[src/rtl/core/ddo_pkg.sv]
`default_nettype none

package ddo_pkg;

    localparam int CORDIC_STEPS = 16;
    localparam int ANGLE_WIDTH  = 16;
    localparam int STEP_W       = $clog2(CORDIC_STEPS);

    localparam int XY_W   = 34;
    localparam int Z_W    = 33;
    localparam int TRIG_W = 32;
    localparam int MUL_A_W = 34;
    localparam int MUL_B_W = 33;
    localparam int MUL_P_W = MUL_A_W + MUL_B_W;

    localparam logic signed [XY_W-1:0]   CORDIC_K = XY_W'(652032874);
    localparam logic signed [TRIG_W-1:0] ONE_Q30  = TRIG_W'(32'sd1 <<< 30);

    localparam logic [7:0] REG_HEADING_GAIN  = 8'd0;
    localparam logic [7:0] REG_START_HEADING = 8'd1;
    localparam logic [7:0] REG_START_X       = 8'd2;
    localparam logic [7:0] REG_START_Y       = 8'd3;

    localparam logic [31:0] HEADING_GAIN_RST = 32'd10680707;

    typedef logic signed [ANGLE_WIDTH-1:0] angle_t;

    typedef struct packed {
        logic                     done;
        logic signed [TRIG_W-1:0] cos_v;
        logic signed [TRIG_W-1:0] sin_v;
    } cordic_res_t;

    // arctangent of 2^-i in units of 2^32 per turn
    function automatic logic [29:0] atan_turn(input logic [4:0] i);
        logic [29:0] v;
        case (i)
            5'd0:    v = 30'd536870912;
            5'd1:    v = 30'd316933406;
            5'd2:    v = 30'd167458907;
            5'd3:    v = 30'd85004756;
            5'd4:    v = 30'd42667331;
            5'd5:    v = 30'd21354465;
            5'd6:    v = 30'd10679838;
            5'd7:    v = 30'd5340245;
            5'd8:    v = 30'd2670163;
            5'd9:    v = 30'd1335087;
            5'd10:   v = 30'd667544;
            5'd11:   v = 30'd333772;
            5'd12:   v = 30'd166886;
            5'd13:   v = 30'd83443;
            5'd14:   v = 30'd41722;
            5'd15:   v = 30'd20861;
            5'd16:   v = 30'd10430;
            5'd17:   v = 30'd5215;
            5'd18:   v = 30'd2608;
            5'd19:   v = 30'd1304;
            5'd20:   v = 30'd652;
            5'd21:   v = 30'd326;
            5'd22:   v = 30'd163;
            5'd23:   v = 30'd81;
            default: v = 30'd0;
        endcase
        return v;
    endfunction

endpackage

`default_nettype wire

[src/rtl/core/ddo_mul.sv]
`default_nettype none

module ddo_mul (
    input  wire logic                                  clk,
    input  wire logic signed [ddo_pkg::MUL_A_W-1:0]    a,
    input  wire logic signed [ddo_pkg::MUL_B_W-1:0]    b,
    output logic signed [ddo_pkg::MUL_P_W-1:0]         p
);
    import ddo_pkg::*;

    logic signed [MUL_P_W-1:0] p_reg;

    always_ff @(posedge clk)
    begin
        p_reg <= MUL_P_W'(a) * MUL_P_W'(b);
    end

    assign p = p_reg;

endmodule

`default_nettype wire

[src/rtl/core/ddo_cordic.sv]
`default_nettype none

module ddo_cordic (
    input  wire logic            clk,
    input  wire logic            rst_n,
    input  wire logic            start,
    input  wire ddo_pkg::angle_t angle,
    output ddo_pkg::cordic_res_t res
);
    import ddo_pkg::*;

    typedef enum logic [1:0] {C_IDLE, C_RUN, C_OUT} cstate_t;

    cstate_t                  state_reg, state_next;
    logic [STEP_W-1:0]        cnt_reg, cnt_next;
    logic signed [XY_W-1:0]   x_reg, x_next, y_reg, y_next;
    logic signed [Z_W-1:0]    z_reg, z_next;
    logic                     flip_reg, flip_next;
    logic                     done_reg, done_next;
    logic signed [TRIG_W-1:0] cos_reg, cos_next, sin_reg, sin_next;

    logic [31:0]              z32;
    logic signed [Z_W-1:0]    z_in;
    logic signed [Z_W-1:0]    atan_v;
    logic signed [XY_W-1:0]   x_sh, y_sh, x_fin, y_fin;

    function automatic logic signed [TRIG_W-1:0] clamp_q30(input logic signed [XY_W-1:0] v);
        logic signed [XY_W-1:0] hi;
        logic signed [TRIG_W-1:0] r;
        hi = XY_W'(ONE_Q30);
        if (v > hi)
            r = ONE_Q30;
        else if (v < -hi)
            r = -ONE_Q30;
        else
            r = TRIG_W'(v);
        return r;
    endfunction

    assign z32    = {angle, {(32 - ANGLE_WIDTH){1'b0}}};
    assign z_in   = Z_W'($signed(z32));
    assign atan_v = Z_W'($signed({1'b0, atan_turn(5'(cnt_reg))}));
    assign x_sh   = x_reg >>> cnt_reg;
    assign y_sh   = y_reg >>> cnt_reg;
    assign x_fin  = flip_reg ? -x_reg : x_reg;
    assign y_fin  = flip_reg ? -y_reg : y_reg;

    always_comb
    begin
        state_next = state_reg;
        cnt_next   = cnt_reg;
        x_next     = x_reg;
        y_next     = y_reg;
        z_next     = z_reg;
        flip_next  = flip_reg;
        done_next  = 1'b0;
        cos_next   = cos_reg;
        sin_next   = sin_reg;
        case (state_reg)
            C_IDLE:
            begin
                if (start)
                begin
                    // fold angles beyond a quarter turn by a half turn
                    x_next   = CORDIC_K;
                    y_next   = '0;
                    cnt_next = '0;
                    if (z_in > Z_W'(ONE_Q30))
                    begin
                        z_next    = z_in - (Z_W'(1) <<< 31);
                        flip_next = 1'b1;
                    end
                    else if (z_in < -Z_W'(ONE_Q30))
                    begin
                        z_next    = z_in + (Z_W'(1) <<< 31);
                        flip_next = 1'b1;
                    end
                    else
                    begin
                        z_next    = z_in;
                        flip_next = 1'b0;
                    end
                    state_next = C_RUN;
                end
            end
            C_RUN:
            begin
                if (z_reg >= 0)
                begin
                    x_next = x_reg - y_sh;
                    y_next = y_reg + x_sh;
                    z_next = z_reg - atan_v;
                end
                else
                begin
                    x_next = x_reg + y_sh;
                    y_next = y_reg - x_sh;
                    z_next = z_reg + atan_v;
                end
                cnt_next = cnt_reg + 1'b1;
                if (cnt_reg == STEP_W'(CORDIC_STEPS - 1))
                    state_next = C_OUT;
            end
            C_OUT:
            begin
                cos_next   = clamp_q30(x_fin);
                sin_next   = clamp_q30(y_fin);
                done_next  = 1'b1;
                state_next = C_IDLE;
            end
            default:
                state_next = C_IDLE;
        endcase
    end

    always_ff @(posedge clk or negedge rst_n)
    begin
        if (!rst_n)
        begin
            state_reg <= C_IDLE;
            cnt_reg   <= '0;
            done_reg  <= 1'b0;
            flip_reg  <= 1'b0;
        end
        else
        begin
            state_reg <= state_next;
            cnt_reg   <= cnt_next;
            done_reg  <= done_next;
            flip_reg  <= flip_next;
        end
    end

    always_ff @(posedge clk)
    begin
        x_reg   <= x_next;
        y_reg   <= y_next;
        z_reg   <= z_next;
        cos_reg <= cos_next;
        sin_reg <= sin_next;
    end

    assign res.done  = done_reg;
    assign res.cos_v = cos_reg;
    assign res.sin_v = sin_reg;

endmodule

`default_nettype wire

[src/rtl/core/differential_drive_odometry.sv]
// one item at a time: s_tready is low from input transfer until the result is
// loaded into the output register; the iterative cordic runs one step per cycle
// in mode 0, and the one shared multiplier is used three times per mode 0 item
// (heading, x and y deltas) and once per mode 1 item (heading)
// reset: async active low, pose and previous distances cleared, registers to defaults
`default_nettype none

module differential_drive_odometry (
    input  wire logic        clk,
    input  wire logic        rst_n,
    input  wire logic        s_tvalid,
    output logic             s_tready,
    input  wire logic [63:0] s_tdata,   // left_distance, right_distance
    input  wire logic        s_tuser,   // mode
    output logic             m_tvalid,
    input  wire logic        m_tready,
    output logic [79:0]      m_tdata,   // x_position, y_position, heading
    input  wire logic        cfg_valid,
    output logic             cfg_ready,
    input  wire logic [7:0]  cfg_index,
    input  wire logic [31:0] cfg_data
);
    import ddo_pkg::*;

    typedef enum logic [2:0] {
        S_IDLE, S_HEAD, S_ANGLE, S_ROTATE, S_MUL_X, S_MUL_Y, S_ACC_Y, S_FINISH
    } state_t;

    state_t             state_reg, state_next;
    logic [31:0]        gain_reg;
    logic signed [15:0] start_heading_reg;
    logic signed [31:0] start_x_reg, start_y_reg;
    logic signed [31:0] pose_x_reg, pose_x_next, pose_y_reg, pose_y_next;
    logic signed [31:0] prev_l_reg, prev_l_next, prev_r_reg, prev_r_next;
    logic signed [31:0] l_reg, l_next, r_reg, r_next;
    logic               mode_reg, mode_next;
    logic signed [MUL_A_W-1:0] diff_reg, diff_next, sum_reg, sum_next;
    angle_t             ang_reg, ang_next;
    logic               m_tvalid_reg, m_tvalid_next;
    logic [79:0]        m_tdata_reg, m_tdata_next;

    logic signed [MUL_A_W-1:0] mul_a;
    logic signed [MUL_B_W-1:0] mul_b;
    logic signed [MUL_P_W-1:0] mul_p;
    cordic_res_t        cres;
    logic               cordic_start;

    logic signed [31:0] in_l, in_r;
    logic signed [39:0] sh40, a40;
    angle_t             start_al, ang_calc;
    logic signed [15:0] heading_out;
    logic signed [MUL_P_W-1:0] p_rnd;
    logic signed [36:0] pose_sel, pose_sum;
    logic signed [31:0] pose_sat;

    assign in_l = $signed(s_tdata[31:0]);
    assign in_r = $signed(s_tdata[63:32]);

    assign s_tready  = (state_reg == S_IDLE);
    assign cfg_ready = 1'b1;

    // start heading aligned to the internal angle width, floor for narrowing
    assign sh40     = 40'(start_heading_reg) <<< 24;
    assign start_al = ANGLE_WIDTH'(sh40 >>> (40 - ANGLE_WIDTH));
    assign ang_calc = angle_t'(mul_p[24 +: ANGLE_WIDTH]) + start_al;

    assign a40         = 40'(ang_reg) <<< 16;
    assign heading_out = 16'(a40 >>> ANGLE_WIDTH);

    // shared multiplier operand select
    always_comb
    begin
        case (state_reg)
            S_HEAD:
            begin
                mul_a = diff_reg;
                mul_b = $signed({1'b0, gain_reg});
            end
            S_MUL_Y:
            begin
                mul_a = sum_reg;
                mul_b = MUL_B_W'(cres.sin_v);
            end
            default:
            begin
                mul_a = sum_reg;
                mul_b = MUL_B_W'(cres.cos_v);
            end
        endcase
    end

    ddo_mul u_mul (
        .clk (clk),
        .a   (mul_a),
        .b   (mul_b),
        .p   (mul_p)
    );

    assign cordic_start = (state_reg == S_ANGLE) && !mode_reg;

    ddo_cordic u_cordic (
        .clk   (clk),
        .rst_n (rst_n),
        .start (cordic_start),
        .angle (ang_calc),
        .res   (cres)
    );

    // rounded delta added to the pose axis being updated, then saturated
    assign p_rnd    = mul_p + (MUL_P_W'(1) <<< 30);
    assign pose_sel = (state_reg == S_MUL_Y) ? 37'(pose_x_reg) : 37'(pose_y_reg);
    assign pose_sum = pose_sel + 37'($signed(p_rnd[MUL_P_W-1:31]));

    always_comb
    begin
        if (pose_sum > 37'sd2147483647)
            pose_sat = 32'sh7fffffff;
        else if (pose_sum < -37'sd2147483648)
            pose_sat = 32'sh80000000;
        else
            pose_sat = 32'(pose_sum);
    end

    always_comb
    begin
        state_next    = state_reg;
        pose_x_next   = pose_x_reg;
        pose_y_next   = pose_y_reg;
        prev_l_next   = prev_l_reg;
        prev_r_next   = prev_r_reg;
        l_next        = l_reg;
        r_next        = r_reg;
        mode_next     = mode_reg;
        diff_next     = diff_reg;
        sum_next      = sum_reg;
        ang_next      = ang_reg;
        m_tvalid_next = m_tvalid_reg;
        m_tdata_next  = m_tdata_reg;
        if (m_tvalid_reg && m_tready)
            m_tvalid_next = 1'b0;
        case (state_reg)
            S_IDLE:
            begin
                if (s_tvalid)
                begin
                    mode_next  = s_tuser;
                    l_next     = in_l;
                    r_next     = in_r;
                    diff_next  = MUL_A_W'(in_r) - MUL_A_W'(in_l);
                    sum_next   = (MUL_A_W'(in_l) - MUL_A_W'(prev_l_reg))
                               + (MUL_A_W'(in_r) - MUL_A_W'(prev_r_reg));
                    state_next = S_HEAD;
                end
            end
            S_HEAD:
                state_next = S_ANGLE;
            S_ANGLE:
            begin
                ang_next = ang_calc;
                if (mode_reg)
                begin
                    pose_x_next = start_x_reg;
                    pose_y_next = start_y_reg;
                    state_next  = S_FINISH;
                end
                else
                    state_next = S_ROTATE;
            end
            S_ROTATE:
            begin
                if (cres.done)
                    state_next = S_MUL_X;
            end
            S_MUL_X:
                state_next = S_MUL_Y;
            S_MUL_Y:
            begin
                pose_x_next = pose_sat;
                state_next  = S_ACC_Y;
            end
            S_ACC_Y:
            begin
                pose_y_next = pose_sat;
                state_next  = S_FINISH;
            end
            S_FINISH:
            begin
                if (!m_tvalid_reg || m_tready)
                begin
                    m_tvalid_next = 1'b1;
                    m_tdata_next  = {heading_out, pose_y_reg, pose_x_reg};
                    prev_l_next   = l_reg;
                    prev_r_next   = r_reg;
                    state_next    = S_IDLE;
                end
            end
            default:
                state_next = S_IDLE;
        endcase
    end

    always_ff @(posedge clk or negedge rst_n)
    begin
        if (!rst_n)
        begin
            state_reg         <= S_IDLE;
            gain_reg          <= HEADING_GAIN_RST;
            start_heading_reg <= '0;
            start_x_reg       <= '0;
            start_y_reg       <= '0;
            pose_x_reg        <= '0;
            pose_y_reg        <= '0;
            prev_l_reg        <= '0;
            prev_r_reg        <= '0;
            m_tvalid_reg      <= 1'b0;
        end
        else
        begin
            state_reg    <= state_next;
            pose_x_reg   <= pose_x_next;
            pose_y_reg   <= pose_y_next;
            prev_l_reg   <= prev_l_next;
            prev_r_reg   <= prev_r_next;
            m_tvalid_reg <= m_tvalid_next;
            if (cfg_valid)
            begin
                case (cfg_index)
                    REG_HEADING_GAIN:  gain_reg          <= cfg_data;
                    REG_START_HEADING: start_heading_reg <= $signed(cfg_data[15:0]);
                    REG_START_X:       start_x_reg       <= $signed(cfg_data);
                    REG_START_Y:       start_y_reg       <= $signed(cfg_data);
                    default:           ;
                endcase
            end
        end
    end

    always_ff @(posedge clk)
    begin
        l_reg       <= l_next;
        r_reg       <= r_next;
        mode_reg    <= mode_next;
        diff_reg    <= diff_next;
        sum_reg     <= sum_next;
        ang_reg     <= ang_next;
        m_tdata_reg <= m_tdata_next;
    end

    assign m_tvalid = m_tvalid_reg;
    assign m_tdata  = m_tdata_reg;

    a_cordic_done_in_rotate : assert property (@(posedge clk) disable iff (!rst_n)
        cres.done |-> state_reg == S_ROTATE)
        else $error("cordic result outside rotate phase");

    a_result_from_finish : assert property (@(posedge clk) disable iff (!rst_n)
        $rose(m_tvalid) |-> $past(state_reg == S_FINISH))
        else $error("result raised outside finish phase");

    a_busy_after_accept : assert property (@(posedge clk) disable iff (!rst_n)
        s_tvalid && s_tready |=> !s_tready)
        else $error("input ready while an item is in progress");

    a_cordic_only_mode0 : assert property (@(posedge clk) disable iff (!rst_n)
        cordic_start |-> !mode_reg && state_reg == S_ANGLE)
        else $error("rotation started for a load item");

endmodule

`default_nettype wire
[config.mk]
export PLATFORM = sky130hd
export DESIGN_NAME = differential_drive_odometry
export DESIGN_NICKNAME = d
export VERILOG_FILES = /design/src/rtl/core/ddo_pkg.sv /design/src/rtl/core/ddo_mul.sv /design/src/rtl/core/ddo_cordic.sv /design/src/rtl/core/differential_drive_odometry.sv
export SDC_FILE = /design/constraint.sdc
export NUM_CORES = 2
export LEC_CHECK = 0
export BUFFER_PORTS_ARGS = -buffer_cell sky130_fd_sc_hd__buf_2
export CAP_MARGIN = 20
export CORE_MARGIN = 1
export CORE_UTILIZATION = 66
export DETAILED_ROUTE_END_ITERATION = 12
export HOLD_SLACK_MARGIN = 0.08
export PLACE_DENSITY_LB_ADDON = 0.2
export SKIP_LAST_GASP = 1
export SLEW_MARGIN = 15
export SYNTH_ARGS = -nofsm -noshare
export SYNTH_HDL_FRONTEND = slang
export SYNTH_HIERARCHICAL = 1
export SYNTH_SLANG_ARGS = --single-unit
[constraint.sdc]
create_clock -name clk -period 12.13 [get_ports clk]
set_input_delay 2.426 -clock clk [delete_from_list [all_inputs] [get_ports clk]]
set_output_delay 2.426 -clock clk [all_outputs]
set_load 0.01 [all_outputs]
==> results.rst <==
.. list-table::
   :header-rows: 1

   * - Metric
     - Value
   * - CP Capture Type
     - flip-flop
   * - Largest net degree at the start of global routing
     - 207
   * - Mean cell area of the mapped netlist
     - 9.64 um2
   * - Post-Syn Area
     - 0.0864 mm2
   * - Final setup margin
     - about 1.8 ns
   * - HPWL reported at the end of detailed placement
     - ~190000 um
   * - Worst setup path category
     - reg -> reg
   * - Cts-stage hold buffer count
     - 0
   * - Buffer count from post-CTS setup fixing
     - 0
   * - Flip-flop count of the largest register after layout
     - 80
   * - DRT Wirelength
     - 246000 um
   * - Endpoint of the worst hold-timing path
     - m_tdata[76]
   * - Port buffer count
     - 191
   * - Floorplan die height
     - 364 um
   * - Number of warning messages in the yosys log
     - 6
   * - Tcrit/Tclk final
     - 0.854
   * - Number of design rule violations left after detail routing
     - 0
   * - Worst-case reg-to-reg path depth
     - 27
   * - Via count of the first global-routing pass
     - 68300
   * - Fraction of layout cells with a size suffix above 1
     - 0.0954
   * - Die area
     - 0.132 mm2
   * - CTS sink cnt
     - 688
   * - Net count after synthesis
     - 10800
   * - Final hold violation count
     - 0
   * - Clk_skew
     - 0.0624 ns
   * - Combined global-route utilization of all metal layers
     - 0.382
   * - Remaining antenna violation count
     - 0
   * - Cell depth of the worst min-delay path
     - 0
   * - Post-Place Setup Slack
     - roughly 1.8 ns
   * - Area of the core
     - 0.130 mm2
   * - Clock transition time at the flip-flop clock pins of the worst setup and hold paths
     - approximately 0.060 ns
   * - Critical path startpoint category
     - flip-flop
   * - Total via count in the routed design
     - between 60000 and 70000
   * - Area Growth Syn to Fin
     - 5.88%
   * - Routed vias/inst
     - 6.16
   * - RSZ-0062 raised after global routing
     - false
   * - Starting density of the core
     - 0.667
   * - Worst reg2reg path endpoint
     - u_mul/p[66]
   * - Kind of path behind the tightest hold check
     - reg -> reg
   * - Reg2reg start
     - state_reg[1]
   * - Final setup violation count
     - 0
   * - Timing startpoint of the critical path
     - state_reg[1]
   * - Max-slew violation count
     - 0
   * - Max-slew headroom
     - 0.221
   * - Arr. time, crit path
     - 10.95 ns
   * - Wire length of the first global-routing pass
     - 388000 um
   * - Clock period minus final worst setup slack
     - 10.36 ns
   * - H-Tree Depth
     - 3
   * - Total Nets Final
     - 10700
   * - Hold Slack
     - 0.421 ns
   * - Width of the chip
     - approximately 360 um
   * - CP required
     - 12.72 ns
   * - Resize count post-CTS
     - 0
   * - Worst Max-Slew Pin Slew
     - between 1 and 1.5 ns
   * - Result of the run
     - completed
   * - Clock latency at the later pin of the worst-skew pair
     - 0.72 ns
   * - Top-level port count
     - 193
   * - RD Place Congestion
     - a little under 1
   * - Grt ovf
     - 0
   * - Total number of placement rows
     - 132
   * - Synthesized instance count
     - 8970
   * - Number of antenna violations at the first check in global routing
     - 9
   * - Clock tree root buffer cell
     - clkbuf_16
   * - Reg2reg setup slack
     - 1.77 ns
   * - Number of violations of the max-capacitance limit
     - 0
   * - Critical-path maximum fanout
     - 38
   * - Initial DRC count
     - 6470
   * - Fmax
     - 0.0965 GHz
   * - Average wire per standard cell
     - around 23 um
   * - Setup total negative slack
     - 0 ns
   * - CTS tree
     - yes
   * - Hold Crit Start
     - ang_reg[12]
   * - Maximum root-to-sink buffer count
     - 3
   * - Clock buffers created by TritonCTS
     - 77
   * - Count of TritonRoute iterations in the first routing pass
     - 7
   * - Final core occ
     - 0.706
metal layers:
| metal | vias to the layer above | share of wire | wire length, um | track usage |
|---|---|---|---|---|
| met4 | 12 | 0.052 | 12900 | 0.177 |
| li1 | 29000 | - | - | - |
| met2 | 3143 | 0.47 | 115000 | 0.608 |
| met1 | 33100 | 0.39 | 95900 | 0.503 |
| met3 | 684 | 0.092 | 22600 | 0.0805 |
| met5 | - | 0.00030 | 73 | 0 |
how the worst max path moves through the flow:
stage                       end
floorplan           u_mul/p[66]
global placement    u_mul/p[66]
detailed placement  u_mul/p[66]
CTS                 u_mul/p[66]
global route        u_mul/p[66]
finish              u_mul/p[66]
layout make-up:
type                            count  area [um2]
Multi-Input combinational cell   6441       60600
Fill cell                        9658       38100
Sequential cell                   688       19000
Inverter                         1365        5130
Tap cell                         1742        2180
Clock buffer                      101        2130
Timing Repair Buffer              307        1880
Clock inverter                     43         566
Antenna cell                        5        12.5
metrics by stage:
step	area, um2	cells
floorplan	86400	8970
global placement	88800	10500
detailed placement	88800	10500
CTS	91500	10700
global route	91500	10700
finish	91500	10700
worst max-delay path: stages, from the launching register on:
cell      delay, ns
dfrtp_1        0.48
nand2b_4       0.52
buf_4          0.56
o21ai_0        0.16
nand2_1        0.42
nand2_1        0.17
inv_1          0.16
fa_1           0.52
fa_1           0.62
fa_1           0.69
fa_1           1.36
fa_1           0.60
fa_1           0.52
fa_1           0.50
inv_1          0.05
fa_1           0.50
inv_1          0.05
ha_1           0.38
and3_1         0.26
and4_1         0.22
a21oi_1        0.12
o21ai_0        0.12
a211oi_1       0.32
a21oi_2        0.16
a31oi_4        0.24
o21ai_1        0.14
nor4_1         0.29
nor3_1         0.08
placed cells by master (no fill, tap or decap), types with 44 or more instances in the layout:
master	count
inv_1	1359
fa_1	1247
nand2_1	1076
and2_1	585
ha_1	451
nor2_1	398
edfxtp_1	393
o21ai_0	316
a21oi_1	276
xnor2_1	234
dfrtp_1	234
buf_2	190
mux2_2	188
xor2_1	176
a21o_1	126
buf_4	112
nand3_1	93
nor3_1	81
mux2i_1	80
clkbuf_16	79
a22oi_1	75
nand2b_1	66
mux4_2	65
and3_1	56
o21ai_1	54
a211oi_1	49
o31ai_1	48
nand4_1	46
a31oi_1	44
Power is not shown: default switching activity piles up to over one toggle a cycle in this logic, so the estimate is an artifact.
